[src/skl_pkg.sv]
// Shared types, codes and keyword table for the streaming keyword lexer.
package skl_pkg;

  localparam int MAX_TEXT_CHARS_DEF = 8;
  localparam int POS_BITS_DEF       = 16;
  localparam int RQ_DEPTH           = 4;

  localparam int MODE_W = 4;
  localparam int KIND_W = 5;
  localparam int KW_COUNT = 12;

  // scan modes
  localparam logic [MODE_W-1:0] M_IDLE  = 4'd0;
  localparam logic [MODE_W-1:0] M_IDENT = 4'd1;
  localparam logic [MODE_W-1:0] M_NUM   = 4'd2;
  localparam logic [MODE_W-1:0] M_LCOM  = 4'd3;
  localparam logic [MODE_W-1:0] M_BCOM  = 4'd4;
  localparam logic [MODE_W-1:0] M_BSTAR = 4'd5;
  localparam logic [MODE_W-1:0] M_SLASH = 4'd6;
  localparam logic [MODE_W-1:0] M_EQ    = 4'd7;
  localparam logic [MODE_W-1:0] M_BANG  = 4'd8;
  localparam logic [MODE_W-1:0] M_LT    = 4'd9;
  localparam logic [MODE_W-1:0] M_GT    = 4'd10;
  localparam logic [MODE_W-1:0] M_FCHAR = 4'd11;
  localparam logic [MODE_W-1:0] M_FBANG = 4'd12;

  // token kinds
  localparam logic [KIND_W-1:0] K_BYE   = 5'd0;
  localparam logic [KIND_W-1:0] K_GIMME = 5'd1;
  localparam logic [KIND_W-1:0] K_BOOL  = 5'd2;
  localparam logic [KIND_W-1:0] K_MAYBE = 5'd3;
  localparam logic [KIND_W-1:0] K_BUT   = 5'd4;
  localparam logic [KIND_W-1:0] K_NAH   = 5'd5;
  localparam logic [KIND_W-1:0] K_AND   = 5'd6;
  localparam logic [KIND_W-1:0] K_OR    = 5'd7;
  localparam logic [KIND_W-1:0] K_BAND  = 5'd8;
  localparam logic [KIND_W-1:0] K_BOR   = 5'd9;
  localparam logic [KIND_W-1:0] K_XOR   = 5'd10;
  localparam logic [KIND_W-1:0] K_IDENT = 5'd11;
  localparam logic [KIND_W-1:0] K_INT   = 5'd12;
  localparam logic [KIND_W-1:0] K_LPAR  = 5'd13;
  localparam logic [KIND_W-1:0] K_RPAR  = 5'd14;
  localparam logic [KIND_W-1:0] K_SEMI  = 5'd15;
  localparam logic [KIND_W-1:0] K_EQ    = 5'd16;
  localparam logic [KIND_W-1:0] K_EQEQ  = 5'd17;
  localparam logic [KIND_W-1:0] K_NEQ   = 5'd18;
  localparam logic [KIND_W-1:0] K_GE    = 5'd19;
  localparam logic [KIND_W-1:0] K_GT    = 5'd20;
  localparam logic [KIND_W-1:0] K_LE    = 5'd21;
  localparam logic [KIND_W-1:0] K_LT    = 5'd22;
  localparam logic [KIND_W-1:0] K_PLUS  = 5'd23;
  localparam logic [KIND_W-1:0] K_MINUS = 5'd24;
  localparam logic [KIND_W-1:0] K_STAR  = 5'd25;
  localparam logic [KIND_W-1:0] K_SLASH = 5'd26;
  localparam logic [KIND_W-1:0] K_LCUR  = 5'd27;
  localparam logic [KIND_W-1:0] K_RCUR  = 5'd28;

  // fault codes
  localparam logic [1:0] FAULT_NONE = 2'd0;
  localparam logic [1:0] FAULT_CHAR = 2'd1;
  localparam logic [1:0] FAULT_BANG = 2'd2;

  typedef struct packed {
    logic [7:0] char_in;
    logic       source_end;
  } in_item_t;

  typedef struct packed {
    logic [KIND_W-1:0] kind;
    logic [15:0]       line_no;
    logic [15:0]       col_no;
    logic [63:0]       text;
    logic [7:0]        text_length;
    logic              truncated;
    logic [1:0]        fault;
    logic              run_end;
  } out_item_t;

  // results of one step, in order; cnt is 0, 1 or 2
  typedef struct packed {
    logic [1:0] cnt;
    out_item_t  r0;
    out_item_t  r1;
  } push_t;

  typedef struct packed {
    logic [63:0]       word;
    logic [7:0]        len;
    logic [KIND_W-1:0] kind;
    logic [7:0]        tchar;
  } kw_entry_t;

  typedef struct packed {
    logic              hit;
    logic [KIND_W-1:0] kind;
    logic [7:0]        tchar;
  } kw_hit_t;

  // words packed first character in the low byte
  localparam kw_entry_t KW_TABLE [KW_COUNT] = '{
    '{64'h0000_0000_0065_7962, 8'd3, K_BYE,   8'h00},
    '{64'h0000_0065_6d6d_6967, 8'd5, K_GIMME, 8'h00},
    '{64'h0000_0000_0070_6579, 8'd3, K_BOOL,  8'h31},
    '{64'h0000_0000_6570_6f6e, 8'd4, K_BOOL,  8'h30},
    '{64'h0000_0065_6279_616d, 8'd5, K_MAYBE, 8'h00},
    '{64'h0000_0000_0074_7562, 8'd3, K_BUT,   8'h00},
    '{64'h0000_0000_0068_616e, 8'd3, K_NAH,   8'h00},
    '{64'h0000_0000_0064_6e61, 8'd3, K_AND,   8'h00},
    '{64'h0000_0000_0000_726f, 8'd2, K_OR,    8'h00},
    '{64'h0000_0000_646e_6162, 8'd4, K_BAND,  8'h00},
    '{64'h0000_0000_0072_6f62, 8'd3, K_BOR,   8'h00},
    '{64'h0000_0000_0072_6f78, 8'd3, K_XOR,   8'h00}
  };

  function automatic kw_hit_t kw_lookup(input logic [63:0] word, input logic [7:0] len);
    kw_hit_t h;
    h = '0;
    for (int i = KW_COUNT - 1; i >= 0; i--) begin
      if (KW_TABLE[i].word == word && KW_TABLE[i].len == len) begin
        h.hit   = 1'b1;
        h.kind  = KW_TABLE[i].kind;
        h.tchar = KW_TABLE[i].tchar;
      end
    end
    return h;
  endfunction

endpackage

[src/skl_core.sv]
// Scanner state and the combinational step logic for one character.
module skl_core #(
  parameter int MAX_TEXT_CHARS = skl_pkg::MAX_TEXT_CHARS_DEF,
  parameter int POS_BITS       = skl_pkg::POS_BITS_DEF
) (
  input  logic              clk,
  input  logic              rst_n,
  input  logic              step,
  input  skl_pkg::in_item_t item,
  output skl_pkg::push_t    push
);

  localparam logic [POS_BITS-1:0] POS_MAX = {POS_BITS{1'b1}};
  localparam logic [POS_BITS-1:0] POS_ONE = POS_BITS'(1);
  localparam logic [7:0]          CH_LF   = 8'h0A;
  localparam logic [7:0]          TXT_MAX = 8'(MAX_TEXT_CHARS);

  logic [skl_pkg::MODE_W-1:0] mode_r, mode_nxt;
  logic [63:0]                buf_r, buf_nxt;
  logic [7:0]                 len_r, len_nxt;
  logic [POS_BITS-1:0]        line_r, line_nxt;
  logic [POS_BITS-1:0]        col_r, col_nxt;
  logic [POS_BITS-1:0]        adv_line, adv_col;

  function automatic logic is_alpha(input logic [7:0] c);
    return c inside {[8'h61:8'h7a], [8'h41:8'h5a]};
  endfunction

  function automatic logic is_digit(input logic [7:0] c);
    return c inside {[8'h30:8'h39]};
  endfunction

  function automatic logic is_space(input logic [7:0] c);
    return c inside {8'h20, [8'h09:8'h0d]};
  endfunction

  function automatic skl_pkg::out_item_t mk_res(
    input logic [skl_pkg::KIND_W-1:0] kind,
    input logic [POS_BITS-1:0]        ln,
    input logic [POS_BITS-1:0]        cl,
    input logic [63:0]                text,
    input logic [7:0]                 len,
    input logic [1:0]                 fault
  );
    skl_pkg::out_item_t r;
    r.kind        = kind;
    r.line_no     = 16'(ln);
    r.col_no      = 16'(cl);
    r.text        = text;
    r.text_length = len;
    r.truncated   = (len > TXT_MAX);
    r.fault       = fault;
    r.run_end     = 1'b0;
    return r;
  endfunction

  function automatic skl_pkg::out_item_t mk_word(
    input logic [63:0]         word,
    input logic [7:0]          len,
    input logic                number,
    input logic [POS_BITS-1:0] ln,
    input logic [POS_BITS-1:0] cl
  );
    skl_pkg::kw_hit_t h;
    h = skl_pkg::kw_lookup(word, len);
    if (number) begin
      return mk_res(skl_pkg::K_INT, ln, cl, word, len, skl_pkg::FAULT_NONE);
    end else if (h.hit) begin
      return mk_res(h.kind, ln, cl, 64'(h.tchar), (h.tchar != 8'h00) ? 8'd1 : 8'd0,
                    skl_pkg::FAULT_NONE);
    end
    return mk_res(skl_pkg::K_IDENT, ln, cl, word, len, skl_pkg::FAULT_NONE);
  endfunction

  // counters as they stand once this character is counted
  always_comb begin
    adv_line = line_r;
    adv_col  = col_r;
    if (item.char_in == CH_LF) begin
      if (line_r != POS_MAX) adv_line = line_r + POS_ONE;
      adv_col = POS_ONE;
    end else if (col_r != POS_MAX) begin
      adv_col = col_r + POS_ONE;
    end
  end

  always_comb begin
    logic [7:0]                 c;
    logic                       adv, done, halted, flt_vld;
    logic                       p1_vld, p2_vld, p3_vld;
    logic [skl_pkg::MODE_W-1:0] m;
    logic [skl_pkg::KIND_W-1:0] sk;
    logic                       sk_vld;
    logic [POS_BITS-1:0]        post_line, post_col;
    logic [1:0]                 cnt;
    skl_pkg::out_item_t         p1, p2, p3, pf;
    skl_pkg::out_item_t         slot [2];

    c        = item.char_in;
    adv      = 1'b0;
    done     = 1'b0;
    flt_vld  = 1'b0;
    p1_vld   = 1'b0;
    p2_vld   = 1'b0;
    p3_vld   = 1'b0;
    p1       = '0;
    p2       = '0;
    p3       = '0;
    pf       = '0;
    mode_nxt = mode_r;
    buf_nxt  = buf_r;
    len_nxt  = len_r;
    m        = mode_r;
    halted   = (mode_r == skl_pkg::M_FCHAR) || (mode_r == skl_pkg::M_FBANG);

    sk_vld = 1'b1;
    case (c)
      "(":     sk = skl_pkg::K_LPAR;
      ")":     sk = skl_pkg::K_RPAR;
      ";":     sk = skl_pkg::K_SEMI;
      "+":     sk = skl_pkg::K_PLUS;
      "-":     sk = skl_pkg::K_MINUS;
      "*":     sk = skl_pkg::K_STAR;
      "{":     sk = skl_pkg::K_LCUR;
      "}":     sk = skl_pkg::K_RCUR;
      default: begin
        sk     = skl_pkg::K_BYE;
        sk_vld = 1'b0;
      end
    endcase

    if (halted) begin
      flt_vld = 1'b1;
      pf = mk_res(skl_pkg::K_BYE, line_r, col_r, 64'd0, 8'd0,
                  (mode_r == skl_pkg::M_FCHAR) ? skl_pkg::FAULT_CHAR : skl_pkg::FAULT_BANG);
    end else begin
      // close or continue whatever the previous character left open
      case (mode_r)
        skl_pkg::M_IDENT, skl_pkg::M_NUM: begin
          if (mode_r == skl_pkg::M_IDENT ? (is_alpha(c) || is_digit(c)) : is_digit(c)) begin
            if (len_r < TXT_MAX) buf_nxt = buf_r | (64'(c) << {len_r[2:0], 3'b000});
            if (len_r != 8'hFF) len_nxt = len_r + 8'd1;
            adv  = 1'b1;
            done = 1'b1;
          end else begin
            p1_vld   = 1'b1;
            p1       = mk_word(buf_r, len_r, mode_r == skl_pkg::M_NUM, line_r, col_r);
            mode_nxt = skl_pkg::M_IDLE;
          end
        end
        skl_pkg::M_LCOM: begin
          if (c == CH_LF) begin
            mode_nxt = skl_pkg::M_IDLE;
          end else begin
            adv  = 1'b1;
            done = 1'b1;
          end
        end
        skl_pkg::M_BCOM: begin
          if (c == "*") mode_nxt = skl_pkg::M_BSTAR;
          adv  = 1'b1;
          done = 1'b1;
        end
        skl_pkg::M_BSTAR: begin
          if (c == "/") mode_nxt = skl_pkg::M_IDLE;
          else if (c != "*") mode_nxt = skl_pkg::M_BCOM;
          adv  = 1'b1;
          done = 1'b1;
        end
        skl_pkg::M_SLASH: begin
          if (c == "/") begin
            mode_nxt = skl_pkg::M_LCOM;
            adv      = 1'b1;
            done     = 1'b1;
          end else if (c == "*") begin
            mode_nxt = skl_pkg::M_BCOM;
            adv      = 1'b1;
            done     = 1'b1;
          end else begin
            p1_vld   = 1'b1;
            p1       = mk_res(skl_pkg::K_SLASH, line_r, col_r, 64'd0, 8'd0,
                              skl_pkg::FAULT_NONE);
            mode_nxt = skl_pkg::M_IDLE;
          end
        end
        skl_pkg::M_EQ, skl_pkg::M_BANG, skl_pkg::M_LT, skl_pkg::M_GT: begin
          mode_nxt = skl_pkg::M_IDLE;
          if (c == "=") begin
            adv    = 1'b1;
            done   = 1'b1;
            p1_vld = 1'b1;
            p1 = mk_res((m == skl_pkg::M_EQ)   ? skl_pkg::K_EQEQ :
                        (m == skl_pkg::M_BANG) ? skl_pkg::K_NEQ  :
                        (m == skl_pkg::M_LT)   ? skl_pkg::K_LE   : skl_pkg::K_GE,
                        adv_line, adv_col, 64'd0, 8'd0, skl_pkg::FAULT_NONE);
          end else if (m == skl_pkg::M_BANG) begin
            flt_vld  = 1'b1;
            pf       = mk_res(skl_pkg::K_BYE, line_r, col_r, 64'd0, 8'd0,
                              skl_pkg::FAULT_BANG);
            mode_nxt = skl_pkg::M_FBANG;
          end else begin
            p1_vld = 1'b1;
            p1 = mk_res((m == skl_pkg::M_EQ) ? skl_pkg::K_EQ :
                        (m == skl_pkg::M_LT) ? skl_pkg::K_LT : skl_pkg::K_GT,
                        line_r, col_r, 64'd0, 8'd0, skl_pkg::FAULT_NONE);
          end
        end
        default: mode_nxt = skl_pkg::M_IDLE;
      endcase

      // start a new token from this character
      if (!done && !flt_vld) begin
        if (is_alpha(c) || is_digit(c)) begin
          buf_nxt  = 64'(c);
          len_nxt  = 8'd1;
          mode_nxt = is_alpha(c) ? skl_pkg::M_IDENT : skl_pkg::M_NUM;
          adv      = 1'b1;
        end else if (c == "/") begin
          mode_nxt = skl_pkg::M_SLASH;
          adv      = 1'b1;
        end else if (c == "=") begin
          mode_nxt = skl_pkg::M_EQ;
          adv      = 1'b1;
        end else if (c == "!") begin
          mode_nxt = skl_pkg::M_BANG;
          adv      = 1'b1;
        end else if (c == "<") begin
          mode_nxt = skl_pkg::M_LT;
          adv      = 1'b1;
        end else if (c == ">") begin
          mode_nxt = skl_pkg::M_GT;
          adv      = 1'b1;
        end else if (sk_vld) begin
          adv    = 1'b1;
          p2_vld = 1'b1;
          p2     = mk_res(sk, adv_line, adv_col, 64'd0, 8'd0, skl_pkg::FAULT_NONE);
        end else if (is_space(c)) begin
          adv = 1'b1;
        end else begin
          flt_vld  = 1'b1;
          pf       = mk_res(skl_pkg::K_BYE, line_r, col_r, 64'd0, 8'd0,
                            skl_pkg::FAULT_CHAR);
          mode_nxt = skl_pkg::M_FCHAR;
        end
      end
    end

    post_line = adv ? adv_line : line_r;
    post_col  = adv ? adv_col  : col_r;
    line_nxt  = post_line;
    col_nxt   = post_col;

    // flush at end of source, then restart the counters; a pending '!' faults instead
    if (!halted && !flt_vld && item.source_end) begin
      case (mode_nxt)
        skl_pkg::M_IDENT: begin
          p3_vld = 1'b1;
          p3     = mk_word(buf_nxt, len_nxt, 1'b0, post_line, post_col);
        end
        skl_pkg::M_NUM: begin
          p3_vld = 1'b1;
          p3     = mk_word(buf_nxt, len_nxt, 1'b1, post_line, post_col);
        end
        skl_pkg::M_SLASH, skl_pkg::M_EQ, skl_pkg::M_LT, skl_pkg::M_GT: begin
          p3_vld = 1'b1;
          p3 = mk_res((mode_nxt == skl_pkg::M_SLASH) ? skl_pkg::K_SLASH :
                      (mode_nxt == skl_pkg::M_EQ)    ? skl_pkg::K_EQ    :
                      (mode_nxt == skl_pkg::M_LT)    ? skl_pkg::K_LT    : skl_pkg::K_GT,
                      post_line, post_col, 64'd0, 8'd0, skl_pkg::FAULT_NONE);
        end
        skl_pkg::M_BANG: begin
          flt_vld = 1'b1;
          pf      = mk_res(skl_pkg::K_BYE, post_line, post_col, 64'd0, 8'd0,
                           skl_pkg::FAULT_BANG);
        end
        default: ;
      endcase
      if (mode_nxt == skl_pkg::M_BANG) begin
        mode_nxt = skl_pkg::M_FBANG;
      end else begin
        mode_nxt = skl_pkg::M_IDLE;
        buf_nxt  = 64'd0;
        len_nxt  = 8'd0;
        line_nxt = POS_ONE;
        col_nxt  = POS_ONE;
      end
    end

    // pack the results in order and mark the last one
    cnt     = 2'd0;
    slot[0] = '0;
    slot[1] = '0;
    if (p1_vld) begin
      slot[cnt[0]] = p1;
      cnt = cnt + 2'd1;
    end
    if (p2_vld) begin
      slot[cnt[0]] = p2;
      cnt = cnt + 2'd1;
    end
    if (p3_vld) begin
      slot[cnt[0]] = p3;
      cnt = cnt + 2'd1;
    end
    if (flt_vld) begin
      slot[cnt[0]] = pf;
      cnt = cnt + 2'd1;
    end
    if (cnt == 2'd1) slot[0].run_end = 1'b1;
    if (cnt == 2'd2) slot[1].run_end = 1'b1;
    push.cnt = cnt;
    push.r0  = slot[0];
    push.r1  = slot[1];
  end

  always_ff @(posedge clk) begin
    if (!rst_n) begin
      mode_r <= skl_pkg::M_IDLE;
      buf_r  <= 64'd0;
      len_r  <= 8'd0;
      line_r <= POS_ONE;
      col_r  <= POS_ONE;
    end else if (step) begin
      mode_r <= mode_nxt;
      buf_r  <= buf_nxt;
      len_r  <= len_nxt;
      line_r <= line_nxt;
      col_r  <= col_nxt;
    end
  end

endmodule

[src/skl_fifo.sv]
// Result queue: takes up to two tokens per cycle, hands out one per transaction.
module skl_fifo (
  input  logic                clk,
  input  logic                rst_n,
  input  logic                push_en,
  input  skl_pkg::push_t      push,
  input  logic                pop,
  output logic                head_vld,
  output skl_pkg::out_item_t  head,
  output logic                room2
);

  localparam int DEPTH = skl_pkg::RQ_DEPTH;
  localparam int PTR_W = $clog2(DEPTH);
  localparam int CNT_W = $clog2(DEPTH + 1);

  skl_pkg::out_item_t q [DEPTH];
  logic [PTR_W-1:0]   wr_ptr_r, rd_ptr_r;
  logic [CNT_W-1:0]   cnt_r, cnt_nxt;
  logic [1:0]         n_push;

  assign n_push   = push_en ? push.cnt : 2'd0;
  assign head_vld = (cnt_r != '0);
  assign head     = q[rd_ptr_r];
  assign room2    = (cnt_r <= CNT_W'(DEPTH - 2));
  assign cnt_nxt  = cnt_r + CNT_W'(n_push) - CNT_W'(pop && head_vld);

  always_ff @(posedge clk) begin
    if (n_push != 2'd0) q[wr_ptr_r] <= push.r0;
    if (n_push == 2'd2) q[PTR_W'(wr_ptr_r + 1'b1)] <= push.r1;
  end

  always_ff @(posedge clk) begin
    if (!rst_n) begin
      wr_ptr_r <= '0;
      rd_ptr_r <= '0;
      cnt_r    <= '0;
    end else begin
      wr_ptr_r <= PTR_W'(wr_ptr_r + PTR_W'(n_push));
      if (pop && head_vld) rd_ptr_r <= PTR_W'(rd_ptr_r + 1'b1);
      cnt_r <= cnt_nxt;
    end
  end

endmodule

[src/streaming_keyword_lexer.sv]
// Streaming keyword lexer top level: input register, scanner step and result queue.
//
// Usage: feed source text on the in_ channel, one ASCII character per transaction,
// with source_end set on the last character of each source. Tokens come out on the
// out_ channel, one per transaction, in source order; each input character yields
// zero, one or two tokens, and run_end marks the last token a character produced.
// A token passes the input register, then the result queue, before it shows on
// out_valid, and it leaves while out_stall is low. A queue without room for two
// tokens holds the character that completes it in the input register.
// Throughput: one character per cycle while the output keeps pace. The scanner
// steps a character only when the four-entry result queue has room for two
// tokens, so characters that yield two tokens faster than the out_ channel drains
// them, or a stalled receiver, let the queue fill and in_stall rises until the
// head drains.
// Reset (rst_n low, synchronous): scanner returns to idle, counters to line 1
// column 1, the fault clears, queue and input register empty. A fault is sticky:
// every later character yields one fault token until reset.
// out_stall high holds the head token and its valid; input keeps being taken
// into the queue while it has room.
module streaming_keyword_lexer #(
  parameter int MAX_TEXT_CHARS = skl_pkg::MAX_TEXT_CHARS_DEF,
  parameter int POS_BITS       = skl_pkg::POS_BITS_DEF
) (
  input  logic                clk,
  input  logic                rst_n,
  input  logic                in_valid,
  output logic                in_stall,
  input  skl_pkg::in_item_t   in_data,
  output logic                out_valid,
  input  logic                out_stall,
  output skl_pkg::out_item_t  out_data
);

  logic              in_vld_r;
  skl_pkg::in_item_t in_item_r;
  logic              room2;
  logic              step;
  skl_pkg::push_t    push;

  // step the held character once the queue can absorb its worst case
  assign step     = in_vld_r && room2;
  assign in_stall = in_vld_r && !room2;

  // hold the accepted character; refill in the same cycle it steps
  always_ff @(posedge clk) begin
    if (!rst_n) begin
      in_vld_r <= 1'b0;
    end else if (in_valid && !in_stall) begin
      in_vld_r <= 1'b1;
    end else if (step) begin
      in_vld_r <= 1'b0;
    end
  end

  always_ff @(posedge clk) begin
    if (in_valid && !in_stall) in_item_r <= in_data;
  end

  skl_core #(
    .MAX_TEXT_CHARS (MAX_TEXT_CHARS),
    .POS_BITS       (POS_BITS)
  ) u_core (
    .clk   (clk),
    .rst_n (rst_n),
    .step  (step),
    .item  (in_item_r),
    .push  (push)
  );

  // drain one token per out transaction
  skl_fifo u_fifo (
    .clk      (clk),
    .rst_n    (rst_n),
    .push_en  (step),
    .push     (push),
    .pop      (!out_stall),
    .head_vld (out_valid),
    .head     (out_data),
    .room2    (room2)
  );

endmodule

[config.mk]
export PLATFORM = sky130hd
export DESIGN_NAME = streaming_keyword_lexer
export DESIGN_NICKNAME = d
export VERILOG_FILES = /design/src/skl_pkg.sv /design/src/skl_core.sv /design/src/skl_fifo.sv /design/src/streaming_keyword_lexer.sv
export SDC_FILE = /design/constraint.sdc
export NUM_CORES = 1
export LEC_CHECK = 0
export BUFFER_PORTS_ARGS = -buffer_cell sky130_fd_sc_hd__buf_2
export CAP_MARGIN = 20
export CORE_MARGIN = 10
export CORE_UTILIZATION = 25
export DETAILED_ROUTE_END_ITERATION = 6
export GPL_TIMING_DRIVEN = 0
export PLACE_DENSITY_LB_ADDON = 0.2
export SYNTH_ARGS = -nofsm -noshare
export SYNTH_HDL_FRONTEND = slang
export SYNTH_SLANG_ARGS = --single-unit
[constraint.sdc]
create_clock -name clk -period 11.3 [get_ports clk]
set_input_delay 2.825 -clock clk [delete_from_list [all_inputs] [get_ports clk]]
set_output_delay 2.825 -clock clk [all_outputs]
set_load 0.01 [all_outputs]
==> results.sh <==
export IMPL_status="finished with violations"
export IMPL_violations="DRC"
export IMPL_syn_area_um2=34000
export IMPL_antenna_found_initial=12
export IMPL_clkSlewWorstSetupHoldPaths_ns=0.06
export IMPL_die_h_um=389
export IMPL_cp_data_arrival_time_ns=8.38
export IMPL_skew_ns=0.0309
export IMPL_hold_path_depth=2
export IMPL_first_iter_violations=4148
export IMPL_crit_start="in_item_r[1]"
export IMPL_setup_violations=0
export IMPL_drive_gt1_share_pct=14.7
export IMPL_drc=2
export IMPL_cp_end_kind="flip-flop"
export IMPL_r2r_cells=19
export IMPL_hold_class="flip-flop to flip-flop"
export IMPL_ys_dominant_reg_cell="edfxtp_1"
export IMPL_die_w_um=389
export IMPL_p_switching_mw=3.40
export IMPL_crit_family="simple AND/OR/NAND/NOR gates"
export IMPL_dp_hpwl_um=127000
export IMPL_min_delay_start="u_core.buf_r[52]"
export IMPL_clock_latency_ns=0.69
export IMPL_synth_top_family_by_area="compound AO/OA/AOI/OAI gates"
export IMPL_critPathRequiredTime_ns=11.72
export IMPL_async_reset_ff_share_pct=0
export IMPL_synthMuxAreaShare_pct=10.0
export IMPL_critPathMaxStageDelay_ns=0.76
export IMPL_grt_first_pass_wirelength_um=236000
export IMPL_overflow=0
export IMPL_power_frac_seq_pct=32.4
export IMPL_post_drt_wl_per_cell_um=30.9
export IMPL_synth_most_common_cell="edfxtp_1"
export IMPL_cpMostUsedCell="clkbuf_1"
export IMPL_min_period_ns=7.96
export IMPL_pwr_share_clk_pct=26.7
export IMPL_core_um2=135000
export IMPL_irDropWorstVdd_uv=117
export IMPL_ys_top_cells_by_count="edfxtp_1, nand2_1, a21oi_1"
export IMPL_cp_max_fo=21
export IMPL_port_buffers=127
export IMPL_syn_to_final_growth_pct=18.0
export IMPL_grt_max_degree=26
export IMPL_synth_compound_area_share_pct=19.7
export IMPL_worstSetupPathType="flip-flop to flip-flop"
export IMPL_crit_path_cell_trace="clkbuf_1, or2_1, clkbuf_1, o221ai_2, o21ai_1, nor3_1, nand3_1, a32oi_1, nand4_1, nand4_1, o211ai_2, nand2_1, buf_2, clkbuf_1, o21ai_4, buf_16, buf_16, buf_12, buf_12"
export IMPL_switching_share_pct=39.6
export IMPL_routed_via_density=5.81
export IMPL_clock_sinks=579
export IMPL_timing_max_cap_violations=0
export IMPL_crit_slowest_cell="a32oi_1"
export IMPL_routabilityCongestion=1.03
export IMPL_ff_latch_area_um2=16200
export IMPL_ys_seq_area_share_pct=47.6
export IMPL_dr_pass1_iters=7
export IMPL_grt_usage_pct=21.4
export IMPL_vias=31700
export IMPL_finalInstanceArea_um2=40100
export IMPL_combinationalPowerShare_pct=40.9
export IMPL_synthAdderAreaFrac_pct=0.500
export IMPL_synth_warnings=0
export IMPL_hold_viol=0
export IMPL_fillers=14100
export IMPL_yosys_area_top_type="edfxtp_1"
export IMPL_syn_inst=3359
export IMPL_htreeDepth=3
export IMPL_dp_slack_ns=3.58
export IMPL_start_util_pct=25.1
export IMPL_ant_nets=0
export IMPL_crit_buf_inv=8
export IMPL_cp_start_kind="flip-flop"
export IMPL_power_density_nw_per_um2=214
export IMPL_max_freq_ghz=0.126
export IMPL_final_setup_worst_slack_ns=3.34
export IMPL_worstReg2RegStart="in_item_r[1]"
export IMPL_multi_input_area_um2=16300
export IMPL_finalCritPeriodShare_pct=70.4
export IMPL_clockBufferDepth=3
export IMPL_ios=128
export IMPL_post_cts_buffers=0
export IMPL_synth_seq_cells=579
export IMPL_setup_tns_final_ns=0
export IMPL_ctsRootBufferMaster="clkbuf_16"
export IMPL_synth_simple_gate_area_share_pct=16.9
export IMPL_synth_edf_count=461
export IMPL_synth_cell_types=104
export IMPL_maxSlewHeadroom_pct=18.1
export IMPL_yosys_area_share_xor_xnor_pct=0.644
export IMPL_synthTopCellsByArea="edfxtp_1, mux4_2, dfxtp_1, o22ai_1, a21oi_1"
export IMPL_row_count=135
export IMPL_cts_tree="done"
export IMPL_synth_top_area_share_pct=40.7
export IMPL_cts_hold_buf=0
export IMPL_cts_inserted_buffers=70
export IMPL_placed_area_um2=37800
export IMPL_worst_pin_slew_ns=1.23
export IMPL_post_cts_resized=0
export IMPL_grt_pass1_vias=30400
export IMPL_rsz0062_at_grt="false"
export IMPL_cp_depth=19
export IMPL_p_leak_nw=12.5
export IMPL_intPower_mw=5.19
export IMPL_dieArea_um2=151000
export IMPL_synth_nets=3385
export IMPL_fin_nets=3643
export IMPL_routed_wl_um=169000
export IMPL_maxSlewViolCount=0
export IMPL_avgSynthCellArea_um2=10.1
worst reg2reg max path, stage by stage (launching register included):
cell      delay (ns)
edfxtp_1        0.38
clkbuf_1        0.21
or2_1           0.26
clkbuf_1        0.28
o221ai_2        0.44
o21ai_1         0.34
nor3_1          0.30
nand3_1         0.30
a32oi_1         0.76
nand4_1         0.67
nand4_1         0.38
o211ai_2        0.27
nand2_1         0.68
buf_2           0.50
clkbuf_1        0.68
o21ai_4         0.39
buf_16          0.28
buf_16          0.16
buf_12          0.19
buf_12          0.19
cells in the final DEF (no fill, tap or decap), types with 72 or more instances in the layout:
cell | synthesis | routed
dfxtp_1 | 118 | 118
o22ai_1 | 245 | 245
nand3_1 | 142 | 142
a21oi_1 | 300 | 299
o21ai_0 | 164 | 163
edfxtp_1 | 461 | 461
nor2_1 | 187 | 185
buf_2 | 35 | 168
clkbuf_1 | 219 | 236
nor3_1 | 83 | 83
clkbuf_16 | 0 | 72
mux4_2 | 113 | 113
nand2_1 | 316 | 316
cell type report:
type	instances	share of cell area (%)
timing repair buffer	186	3.90
inverter	46	0.430
buffer	313	3.43
clock buffer	92	4.72
sequential	579	40.4
tap	1781	5.55
multi-input combinational	2421	40.7
antenna	4	0.0249
clock inverter	34	0.879
logic make-up (layout without fill, tap and decap cells):
kind of cell / Yosys count / in the layout
and+or+nand+nor: 1124 / 1124
AOI/OAI and AO/OA: 1064 / 1064
DFF: 579 / 579
buffers and inverters: 359 / 671
muxes: 195 / 195
xor gates and xnor gates: 25 / 25
adders and majority gates: 13 / 13
other: 0 / 4
flip-flops by register name, summed over array words and instances (netlist names), 3 cells and up, named ones only:
signal         count
u_core.mode_r      4
u_core.line_r     16
u_core.col_r      16
u_fifo.q         452
u_fifo.cnt_r       3
in_item_r          9
u_core.buf_r      64
u_core.len_r       8
power groups by stage:
stage | Combinational (mW) | Clock, mW | Sequential (mW)
3_3_place_gp | 3.29 | 0 | 2.94
4_1_cts | 3.48 | 2.34 | 2.78
6_report | 3.51 | 2.29 | 2.78
2_1_floorplan | 1.85 | 0 | 2.85
3_5_place_dp | 3.47 | 0 | 2.83
5_1_grt | 3.68 | 2.41 | 2.81
routing by layer:
| layer | wire (µm) | share of wire, % | vias to the layer above | track usage, % |
|---|---|---|---|---|
| met5 | 108 | 0.064 | - | 0 |
| met4 | 8330 | 4.9 | 16 | 9.15 |
| met3 | 13700 | 8.1 | 378 | 4.04 |
| met2 | 75100 | 45 | 1723 | 33.3 |
| met1 | 71500 | 42 | 16000 | 28.8 |
| li1 | - | - | 13600 | - |
stage by stage:
| stage | cells | utilization, % | power, mW | hold slack [ns] |
|---|---|---|---|---|
| 5_1_grt | 5453 | 29.7 | 8.90 | 0.532 |
| 3_3_place_gp | 5267 | 27.3 | 6.23 | 0.486 |
| 3_5_place_dp | 5318 | 27.9 | 6.30 | 0.496 |
| 4_1_cts | 5444 | 29.6 | 8.60 | 0.507 |
| 6_report | 5456 | 29.7 | 8.59 | 0.512 |
| 2_1_floorplan | 3359 | - | 4.70 | 0.459 |
final timing paths:
check | endpoint | slack [ns]
hold reg to reg | u_core.buf_r[52] | 0.51
setup reg to reg | u_fifo.q[2][9] | 3.34
hold / removal | u_core.buf_r[52] | 0.51
setup / recovery | u_fifo.q[2][9] | 3.34
Note: power is estimated with default switching activity, not from simulation.
